File: src/hw/rtl/cubic_bspline_evaluator_defines.svh
// Assertion macros shared by the evaluator RTL.
`ifndef CUBIC_BSPLINE_EVALUATOR_DEFINES_SVH
`define CUBIC_BSPLINE_EVALUATOR_DEFINES_SVH

// Same-cycle implication, disabled during reset.
`define CBS_ASSERT_IMPLY(label, clk, rst, ante, cons, msg) \
   label: assert property (@(posedge clk) disable iff (rst) (ante) |-> (cons)) \
      else $error(msg);

// Next-cycle implication, disabled during reset.
`define CBS_ASSERT_NEXT(label, clk, rst, ante, cons, msg) \
   label: assert property (@(posedge clk) disable iff (rst) (ante) |=> (cons)) \
      else $error(msg);

`endif

File: src/hw/rtl/cbs_pkg.sv
// Types, constants and microcode program of the cubic B-spline evaluator.
package cbs_pkg;

   localparam int DATA_W      = 32;
   localparam int IDX_W       = 6;
   localparam int COUNT_W     = 6;
   localparam int FRAC_W      = 16;
   localparam int POW_W       = 17;
   localparam int WEIGHT_W    = 19;
   localparam int ACC_W       = 54;
   localparam int MUL_W       = 33;
   localparam int PROD_W      = 64;
   localparam int STEP_W      = 4;
   localparam int CSR_INDEX_W = 2;

   localparam logic CMD_LOAD = 1'b0;
   localparam logic CMD_EVAL = 1'b1;

   localparam logic [CSR_INDEX_W-1:0] CSR_KNOT_START  = 2'd0;
   localparam logic [CSR_INDEX_W-1:0] CSR_INV_SPACING = 2'd1;
   localparam logic [CSR_INDEX_W-1:0] CSR_NODE_COUNT  = 2'd2;

   localparam logic [DATA_W-1:0]  KNOT_START_RESET  = 32'd0;
   localparam logic [DATA_W-1:0]  INV_SPACING_RESET = 32'd65536;
   localparam logic [COUNT_W-1:0] NODE_COUNT_RESET  = 6'd14;

   localparam logic [POW_W-1:0] ONE_Q16      = 17'h10000;
   localparam int               WEIGHT_THREE = 3;

   typedef logic [STEP_W-1:0] step_type;

   localparam step_type STEP_FETCH      = 4'd0;
   localparam step_type STEP_FIRST_WORK = 4'd1;
   localparam step_type STEP_EMIT       = 4'd12;
   localparam step_type PROG_LAST       = 4'd12;

   typedef enum logic [2:0] {
      OPA_ZERO, OPA_ABSD, OPA_T, OPA_T2, OPA_U, OPA_U2, OPA_COEF
   } opa_type;

   typedef enum logic [2:0] {
      OPB_ZERO, OPB_INV, OPB_T, OPB_U, OPB_W0, OPB_W1, OPB_W2, OPB_W3
   } opb_type;

   typedef enum logic [2:0] {
      DST_NONE, DST_PROD, DST_T2, DST_T3, DST_U2, DST_U3
   } dst_type;

   typedef enum logic [1:0] {
      ACC_HOLD, ACC_LOAD, ACC_ADD
   } acc_type;

   typedef enum logic [1:0] {
      COND_NEVER, COND_ALWAYS, COND_NO_EVAL, COND_OUT_BUSY
   } cond_type;

   typedef struct packed {
      logic       accept;
      opa_type    opa;
      opb_type    opb;
      dst_type    dst;
      logic       split;
      logic       wload;
      logic       rd_en;
      logic [1:0] rd_k;
      acc_type    acc;
      logic       emit;
      cond_type   cond;
      step_type   target;
   } ctl_type;

   typedef struct packed {
      logic eval_start;
      logic out_busy;
   } stat_type;

   typedef struct packed {
      step_type step;
      ctl_type  ctl;
   } seq_out_type;

   typedef struct packed {
      logic [DATA_W-1:0]  knot_start;
      logic [DATA_W-1:0]  inverse_spacing;
      logic [COUNT_W-1:0] node_count;
   } cfg_type;

   localparam ctl_type CTL_NOP = '{
      accept: 1'b0, opa: OPA_ZERO, opb: OPB_ZERO, dst: DST_NONE,
      split: 1'b0, wload: 1'b0, rd_en: 1'b0, rd_k: 2'd0,
      acc: ACC_HOLD, emit: 1'b0, cond: COND_NEVER, target: STEP_FETCH
   };

   // Microcode ROM: one control word per step.
   function automatic ctl_type ucode(input step_type step);
      ctl_type w;
      w = CTL_NOP;
      unique case (step)
         4'd0: begin
            w.accept = 1'b1;
            w.cond   = COND_NO_EVAL;
            w.target = STEP_FETCH;
         end
         4'd1: begin
            w.opa = OPA_ABSD; w.opb = OPB_INV; w.dst = DST_PROD;
         end
         4'd2: begin
            w.split = 1'b1;
         end
         4'd3: begin
            w.opa = OPA_T; w.opb = OPB_T; w.dst = DST_T2;
         end
         4'd4: begin
            w.opa = OPA_T2; w.opb = OPB_T; w.dst = DST_T3;
         end
         4'd5: begin
            w.opa = OPA_U; w.opb = OPB_U; w.dst = DST_U2;
         end
         4'd6: begin
            w.opa = OPA_U2; w.opb = OPB_U; w.dst = DST_U3;
            w.rd_en = 1'b1; w.rd_k = 2'd0;
         end
         4'd7: begin
            w.opa = OPA_COEF; w.opb = OPB_W0; w.dst = DST_PROD;
            w.wload = 1'b1;
            w.rd_en = 1'b1; w.rd_k = 2'd1;
         end
         4'd8: begin
            w.opa = OPA_COEF; w.opb = OPB_W1; w.dst = DST_PROD;
            w.acc = ACC_LOAD;
            w.rd_en = 1'b1; w.rd_k = 2'd2;
         end
         4'd9: begin
            w.opa = OPA_COEF; w.opb = OPB_W2; w.dst = DST_PROD;
            w.acc = ACC_ADD;
            w.rd_en = 1'b1; w.rd_k = 2'd3;
         end
         4'd10: begin
            w.opa = OPA_COEF; w.opb = OPB_W3; w.dst = DST_PROD;
            w.acc = ACC_ADD;
         end
         4'd11: begin
            w.acc = ACC_ADD;
         end
         4'd12: begin
            w.emit   = 1'b1;
            w.cond   = COND_OUT_BUSY;
            w.target = STEP_EMIT;
         end
         default: begin
            w.cond   = COND_ALWAYS;
            w.target = STEP_FETCH;
         end
      endcase
      return w;
   endfunction

endpackage

File: src/hw/rtl/cbs_sequencer.sv
// Microcode sequencer: step counter, control ROM and conditional jumps.
module cbs_sequencer import cbs_pkg::*; (
   input  logic        clock,
   input  logic        reset,
   input  stat_type    stat,
   output seq_out_type seq
);

   step_type step_ff, step_in;
   ctl_type  ctl;
   logic     taken;

   assign ctl = ucode(step_ff);

   always_comb begin
      unique case (ctl.cond)
         COND_NEVER:    taken = 1'b0;
         COND_ALWAYS:   taken = 1'b1;
         COND_NO_EVAL:  taken = !stat.eval_start;
         COND_OUT_BUSY: taken = stat.out_busy;
         default:       taken = 1'b0;
      endcase
   end

   always_comb begin
      if (taken) begin
         step_in = ctl.target;
      end else if (step_ff == PROG_LAST) begin
         step_in = STEP_FETCH;
      end else begin
         step_in = step_ff + STEP_W'(1);
      end
   end

   always_ff @(posedge clock) begin
      if (reset) begin
         step_ff <= STEP_FETCH;
      end else begin
         step_ff <= step_in;
      end
   end

   assign seq.step = step_ff;
   assign seq.ctl  = ctl;

endmodule

File: config.mk
export PLATFORM = sky130hd
export DESIGN_NAME = cbs_sequencer
export DESIGN_NICKNAME = d
export VERILOG_FILES = /design/src/hw/rtl/cubic_bspline_evaluator_defines.svh /design/src/hw/rtl/cbs_pkg.sv /design/src/hw/rtl/cbs_sequencer.sv
export SDC_FILE = /design/constraint.sdc
export NUM_CORES = 1
export LEC_CHECK = 0
export ABC_CLOCK_PERIOD_IN_PS = 1900
export BUFFER_PORTS_ARGS = -buffer_cell sky130_fd_sc_hd__buf_2
export CORE_UTILIZATION = 40
export DETAILED_ROUTE_END_ITERATION = 10
export PLACE_DENSITY = 0.75
export SLEW_MARGIN = 20
export SYNTH_ARGS = -nofsm -noshare
export SYNTH_HDL_FRONTEND = slang
export SYNTH_SLANG_ARGS = --single-unit
File: constraint.sdc
create_clock -name clock -period 1.9 [get_ports clock]
set_clock_uncertainty 0.15 [all_clocks]
set_input_delay 0.19 -clock clock [delete_from_list [all_inputs] [get_ports clock]]
set_output_delay 0.19 -clock clock [all_outputs]
set_load 0.05 [all_outputs]
==> summary.log, run 1 <==
[outcome] result of the run complete, but fails checks
[outcome] failing checks negative setup slack
[detailed_routing] wire per inst 17.9 um
[logic_synthesis] biggest area consumer among synthesized cells dfxtp_1
[sta] slack of the critical path -0.247 ns
[cells_and_area] filler cell count 47
[sta] post-layout min period 2.15 ns
[die] Die Area 1720 sq um
[logic_synthesis] asr flop ratio synth 0
[placement] count of input and output buffers 29
[detailed_routing] via count 808
[clocking] source-to-sink clock delay at the later pin of the worst-skew pair 0.24 ns
[sta] final hold violations 0
[clocking] library cell used as clock root buffer clkbuf_4
[logic_synthesis] cells taking the most area after synthesis dfxtp_1 (13%), ha_1 (10%), mux2i_1 (6.4%), nor2_1 (4.2%), o311ai_4 (4.2%)
[worst_setup_path] start point of the critical path step_ff[1]$_SDFF_PP0_
[logic_synthesis] fraction of the mapped netlist area in adder cells 0.100
[clocking] number of buffers created by CTS 3
[cells_and_area] flip-flop count of the largest register, all copies and words added 4
[cells_and_area] largest registers ranked by flip-flop count step_ff: 4 flops
[cells_and_area] area used by multi-input combinational logic 716 sq um
[die] CORE AREA 1380 sq um
[cells_and_area] largest register by flop count step_ff
[logic_synthesis] most numerous cell types in the synthesized netlist nor2_1 (7), nand2_1 (6), ha_1 (5), inv_1 (5)
[die] die extent in y 41.5 um
[clocking] number of buffers on the longest clock path 2
[placement] total instance count after detailed placement 134
[die] # IOs 32
[min_path] hold wc startpoint stat[1]
[worst_setup_path] worst path cell trace inv_4 > ha_4 > or4_4 > o311ai_4 > a21o_4 > buf_8
[detailed_routing] Detailed Routing Iterations Pass 1 4
[worst_setup_path] worst r2r src step_ff[1]$_SDFF_PP0_
[die] floorplan die width 41.5 um
[power] largest voltage drop on the vdd net 0.806 mV
[clocking] TritonCTS clock tree yes
[sta] RSZ-0062 raised after global routing true
[power] share of total power consumed by net switching 0.500
[detailed_routing] Final Routed Wirelength 2.52 mm
[detailed_routing] Initial DRC Count 12
[clocking] number of clock sinks 4
[clocking] Clock Pin Slew Worst Setup and Hold Paths 0.04 ns
[placement] pre-CTS setup slack -0.0544 ns
[detailed_routing] via count normalized by instance count 5.73
[grt] overflow left after global routing 0
[sta] share of the cycle needed by the critical path after routing 1.13
[logic_synthesis] FF+latch count, synth 4
[cells_and_area] Antenna Cells 0
[power] power consumption 0.00117 W
[cells_and_area] share of post-route cells with drive strength above 1 0.754
[sta] setup violators final 8
[worst_setup_path] cell type of the slowest stage on the worst timing path or4_4
[worst_setup_path] cell family with most CP delay simple AND/OR/NAND/NOR gates
[worst_setup_path] slowest stage delay, CP 0.54 ns
[min_path] worst min-delay path category in2reg
[cells_and_area] post-layout net count 136
[logic_synthesis] Synthesis Warnings 0
[job] Max-cap violations 0
[logic_synthesis] post-synth design cell area 624 sq um
[placement] weighted congestion reported at the end of routability-driven placement 0.786
[worst_setup_path] WS Path Type reg2out
[logic_synthesis] post-synth top area share 0.128
[logic_synthesis] Compound-Gate Fraction of Synth Area 0.246
[logic_synthesis] most common flop cell mapped by yosys dfxtp_1
[cells_and_area] final non-filler cell total 141
[grt] Total GRT Usage 0.245
[worst_setup_path] Worst setup SP type flip-flop
[worst_setup_path] number of buffers and inverters on the critical path 2
[die] effective utilization at floorplan 0.452
[power] Sequential Power Share 0.099
[sta] Final Max Tran Viols 0
[logic_synthesis] Synth Instances 81
[cells_and_area] layout overhead on the synthesized area 105%
[logic_synthesis] EDFF count, synth 0
[power] cell internal pwr 0.000586 W
[logic_synthesis] main combinational cell family by area after synthesis simple AND/OR/NAND/NOR gates
[logic_synthesis] Avg Cell Area, Syn 7.71 sq um
[sta] Worst Hold Slack 0.433 ns
[power] clock network fraction of total power 0.099
[power] power per cell area 915 nW/um^2
[worst_setup_path] Critical Path Sink Type output port
[worst_setup_path] Required @ worst endpoint 1.56 ns
[worst_setup_path] critical path data arrival time 1.81 ns
[power] combinational power share 0.802
[detailed_routing] DRC violation count after routing 0
[logic_synthesis] leading cell type by number of instances after synthesis nor2_1
[logic_synthesis] simple-gate share of the synthesized area 0.317
[grt] via count of the first global-routing pass 693
[grt] maximum number of pins on one net before global-route repair 15
[power] Pleak 0.582 nW
[logic_synthesis] Cell variety after synth 36
[cells_and_area] Seq. cell area 95.1 sq um
[logic_synthesis] xor and xnor area share after synthesis 0.0140
[detailed_routing] remaining number of nets flagged by the antenna check after routing 0
[placement] Detail Placement HPWL 1.44 mm
[logic_synthesis] sequential-to-total area share from yosys stat 0.128
[sta] final total negative setup slack -0.481 ns
[logic_synthesis] multiplexer share of the synthesized area 0.0641
[grt] global-route wire length before repair 3.36 mm
[power] Net Switching 0.000586 W
[sta] Max Clock Freq 0.466 GHz
[worst_setup_path] Crit Path Max Fanout 6
[clocking] H-tree levels 1
[die] site row count 13
[grt] number of antenna violations at the first check in global routing 0
[power groups by stage]
stage | Combinational (W) | Clock, W | Sequential, W
after global routing | 0.000983 | 0.000128 | 0.000118
final | 0.000940 | 0.000116 | 0.000115
after CTS | 0.000790 | 0.000118 | 0.000114
after floorplan | 0.000471 | 0 | 0.000147
after global placement | 0.000665 | 0 | 0.000113
after detailed placement | 0.000676 | 0 | 0.000115
[metal layers]
metal,share of wire,track usage,wire (um),vias to the layer above
met4,0.027,0.116,68,0
met3,0.055,0.00435,140,8
met1,0.37,0.304,933,384
li1,-,-,-,374
met5,0,0,0,-
met2,0.55,0.434,1380,42
[kinds of logic after synthesis]
family / after synthesis
AO/OA/AOI/OAI: 18
XOR/XNOR: 1
adder cells (fa/ha/maj): 5
multiplexers: 4
other: 1
AND/OR/NAND/NOR: 35
buffers and inverters: 13
flip-flops: 4
[final timing paths]
| path | to | slack (ns) | depth (start not counted) |
|---|---|---|---|
| setup / recovery | seq[4] | -0.25 | 6 |
| hold / removal | step_ff[2]$_SDFF_PP0_ | 0.43 | 5 |
| setup reg to reg | step_ff[3]$_SDFF_PP0_ | -0.02 | 7 |
| hold reg to reg | step_ff[0]$_SDFF_PP0_ | 0.52 | 3 |
[per-stage QoR]
stage / cell area [sq um] / util
2_1_floorplan: 761 / -
6_report: 1280 / 0.927
4_1_cts: 1140 / 0.823
3_5_place_dp: 985 / 0.712
3_3_place_gp: 985 / 0.712
5_1_grt: 1280 / 0.927
[final cells by class]
type	count	area share
Multi-Input combinational cell	65	0.559
Timing Repair Buffer	48	0.313
Sequential cell	4	0.0742
Clock buffer	4	0.0205
Inverter	5	0.0186
Tap cell	15	0.0146
[worst reg2reg max path, cell delays in order (launching register included)]
cell      delay, ns
dfxtp_4        0.40
inv_4          0.06
ha_4           0.16
or4_4          0.54
o311ai_4       0.10
buf_4          0.16
a21o_4         0.11
mux2i_1        0.16
[cell usage in the layout (no fill, tap or decap), drive strengths merged]
cell,n
a21boi,1
a21o,4
a21oi,4
a221o,1
a221oi,1
and2b,1
and3,3
and3b,1
buf,44
clkbuf,7
conb,2
dfxtp,4
dlygate4sd3,1
ha,5
inv,5
mux2i,4
nand2,6
nand2b,4
nand3,2
nor2,7
nor3,2
nor3b,2
nor4,1
nor4b,1
o21ai,3
o21bai,1
o221ai,1
o22ai,1
o311ai,1
or2,1
or2b,1
or3,2
or4,1
xnor2,1
[what timing repair did]
action	in CTS	in global routing
resized for setup	25	40
endpoints found under the setup margin	13	21
pin swaps	4	4
setup buffers	1	1
hold buffers	1	0
hold endpoints to repair	1	0
Power figures use the tool's default switching activity.
==> run 2, diff against run 1 <==
BUFFER_PORTS_ARGS = not set   (was -buffer_cell sky130_fd_sc_hd__buf_2)
CORE_AREA = 2 2 39 41   (was not set)
CORE_UTILIZATION = not set   (was 40)
DIE_AREA = 0 0 41 43   (was not set)
DONT_BUFFER_PORTS = 1   (was not set)
PLACE_DENSITY = not set   (was 0.75)
RECOVER_POWER = 100   (was not set)
==> run 2 against run 1 <==
Compared with the run above: the run still ends with negative setup slack left; critical path depth is 1 lower; power down 13%; worst hold slack got worse by 0.41 ns.
==> summary.log, run 2 (synthesized netlist as in run 1, its figures left out) <==
[detailed_routing] via count normalized by instance count 5.45
[detailed_routing] wire per inst 15.2 um
[placement] weighted congestion reported at the end of routability-driven placement 0.840
[grt] maximum number of pins on one net before global-route repair 14
[sta] post-layout min period 2.07 ns
[detailed_routing] DRC violation count after routing 0
[job] Max-cap violations 0
[clocking] number of buffers on the longest clock path 2
[cells_and_area] share of the core filled with cells in the final layout 0.863
[clocking] TritonCTS clock tree yes
[power] power per cell area 854 nW/um^2
[cells_and_area] Seq. cell area 92.6 sq um
[die] # IOs 32
[cells_and_area] layout overhead on the synthesized area 91.2%
[worst_setup_path] worst path cell trace inv_6 > ha_4 > or2_4 > a221oi_4 > a21o_4
[grt] global-route wire length before repair 2.82 mm
[sta] final hold violations 0
[clocking] library cell used as clock root buffer clkbuf_4
[clocking] number of buffers created by CTS 3
[die] die extent in y 43 um
[min_path] hold worst-path end step_ff[3]$_SDFF_PP0_
[outcome] failing checks negative setup slack
[grt] number of antenna violations at the first check in global routing 0
[worst_setup_path] cell type of the slowest stage on the worst timing path dfxtp_4
[sta] share of the cycle needed by the critical path after routing 1.09
[power] Pleak 0.516 nW
[cells_and_area] share of post-route cells with drive strength above 1 0.646
[sta] Max Clock Freq 0.483 GHz
[grt] overflow left after global routing 0
[detailed_routing] remaining number of nets flagged by the antenna check after routing 0
[detailed_routing] Initial DRC Count 27
[cells_and_area] area used by multi-input combinational logic 631 sq um
[die] Die Area 1760 sq um
[detailed_routing] Final Routed Wirelength 1.96 mm
[worst_setup_path] Required @ worst endpoint 1.56 ns
[clocking] source-to-sink clock delay at the later pin of the worst-skew pair 0.25 ns
[grt] via count of the first global-routing pass 641
[worst_setup_path] reg2reg path depth 7
[worst_setup_path] Worst setup SP type flip-flop
[detailed_routing] wire length on met1 799 um
[placement] count of input and output buffers 0
[worst_setup_path] reg-to-reg setup timing slack -0.06 ns
[worst_setup_path] number of buffers and inverters on the critical path 1
[worst_setup_path] critical path data arrival time 1.73 ns
[worst_setup_path] r2r endpoint step_ff[2]$_SDFF_PP0_
[cells_and_area] Antenna Cells 0
[min_path] hold wc startpoint reset
[outcome] result of the run complete, but fails checks
[die] floorplan die width 41 um
[die] CORE AREA 1380 sq um
[worst_setup_path] slowest stage delay, CP 0.39 ns
[worst_setup_path] cell family with most CP delay compound AO/OA/AOI/OAI gates
[detailed_routing] total length of routed met2 wires 970 um
[cells_and_area] flip-flop count of the largest register, all copies and words added 4
[die] site row count 14
[cells_and_area] post-layout net count 123
[detailed_routing] routed length on met3 124 um
[cells_and_area] largest register by flop count step_ff
[cells_and_area] largest registers ranked by flip-flop count step_ff: 4 flops
[clocking] H-tree levels 1
[detailed_routing] top sig layer met4
[cells_and_area] highest-count cells in the layout ignoring fill and taps buf_4 (22), buf_12 (10), nand2_1 (6)
[power] largest voltage drop on the vdd net 0.609 mV
[sta] Final Max Tran Viols 0
[clocking] number of clock sinks 4
[worst_setup_path] WS Path Type reg2out
[worst_setup_path] Critical Path Sink Type output port
[grt] Total GRT Usage 0.228
[sta] RSZ-0062 raised after global routing true
[sta] setup violators final 10
[detailed_routing] Detailed Routing Iterations Pass 1 4
[placement] Detail Placement HPWL 1.42 mm
[detailed_routing] via count 703
[clocking] Clock Pin Slew Worst Setup and Hold Paths 0.04 ns
[cells_and_area] filler cell count 59
[power] power consumption 0.00102 W
[die] effective utilization at floorplan 0.451
[worst_setup_path] worst r2r src step_ff[1]$_SDFF_PP0_
[min_path] worst hold path cell count 2
[sta] slack of the critical path -0.168 ns
[worst_setup_path] Crit Path Max Fanout 4
[cells_and_area] most common library cell in the layout ignoring fill and taps buf_4
[min_path] worst min-delay path category in2reg
run 2: changes by cell type in the layout (fill, tap and decap cells not counted), moves of 2 or more:
cell      change
nor2_1        +2
buf_4         +5
clkbuf_4      -3
buf_12        +8
mux2i_4       -2
buf_6         -7
buf_8         -2
buf_2        -14
run 2: worst max-delay path by stage:
stage / start / endpoint / slack, ns / cells after the start
after floorplan: step_ff[1]$_SDFF_PP0_ / step_ff[1]$_SDFF_PP0_ / -0.04 / 6
after global placement: step_ff[0]$_SDFF_PP0_ / step_ff[1]$_SDFF_PP0_ / 0.08 / 6
after detailed placement: step_ff[1]$_SDFF_PP0_ / step_ff[1]$_SDFF_PP0_ / 0.04 / 6
after CTS: step_ff[0]$_SDFF_PP0_ / seq[4] / -0.14 / 5
after global routing: step_ff[0]$_SDFF_PP0_ / seq[4] / -0.21 / 5
final: step_ff[0]$_SDFF_PP0_ / seq[4] / -0.17 / 5
run 2: metal layers:
| metal | global-route usage | vias up |
|---|---|---|
| met5 | 0 | - |
| met2 | 0.372 | 34 |
| li1 | - | 347 |
| met3 | 0.0105 | 6 |
| met1 | 0.284 | 316 |
| met4 | 0.120 | 0 |
run 2: cell type report:
cell class              count  share of cell area
clock buffers               4              0.0220
inverters                   5              0.0220
multi-input cells          65               0.528
flip-flops and latches      4              0.0776
well taps                  16              0.0168
repair buffers             35               0.333
run 2: through the flow:
stage | TNS, ns | std cells | worst slack, ns | hold slack (ns) | instance area (sq um)
after floorplan | -0.128 | 82 | -0.0362 | 0.107 | 761
after global placement | 0 | 120 | 0.0827 | 0.107 | 1070
after detailed placement | 0 | 120 | 0.0381 | 0.110 | 1070
after CTS | -0.310 | 128 | -0.140 | 0.0149 | 1190
after global routing | -1.16 | 129 | -0.210 | 0.0241 | 1190
final | -0.548 | 129 | -0.168 | 0.0274 | 1190
run 2: report_power, final:
| group | leakage, nW | internal [W] | switching (W) |
|---|---|---|---|
| sequential | 0.0352 | 0.0000965 | 0.0000234 |
| combinational | 0.466 | 0.000325 | 0.000455 |
| clock | 0.0150 | 0.0000791 | 0.0000408 |
run 2: timing repair:
action,CTS,global route
buffers inserted,3,1
hold buffers,1,0
setup endpoints to repair,8,13
hold endpoints to repair,3,0
cloned,0,0
pin swaps,4,2
gates resized for setup,14,1
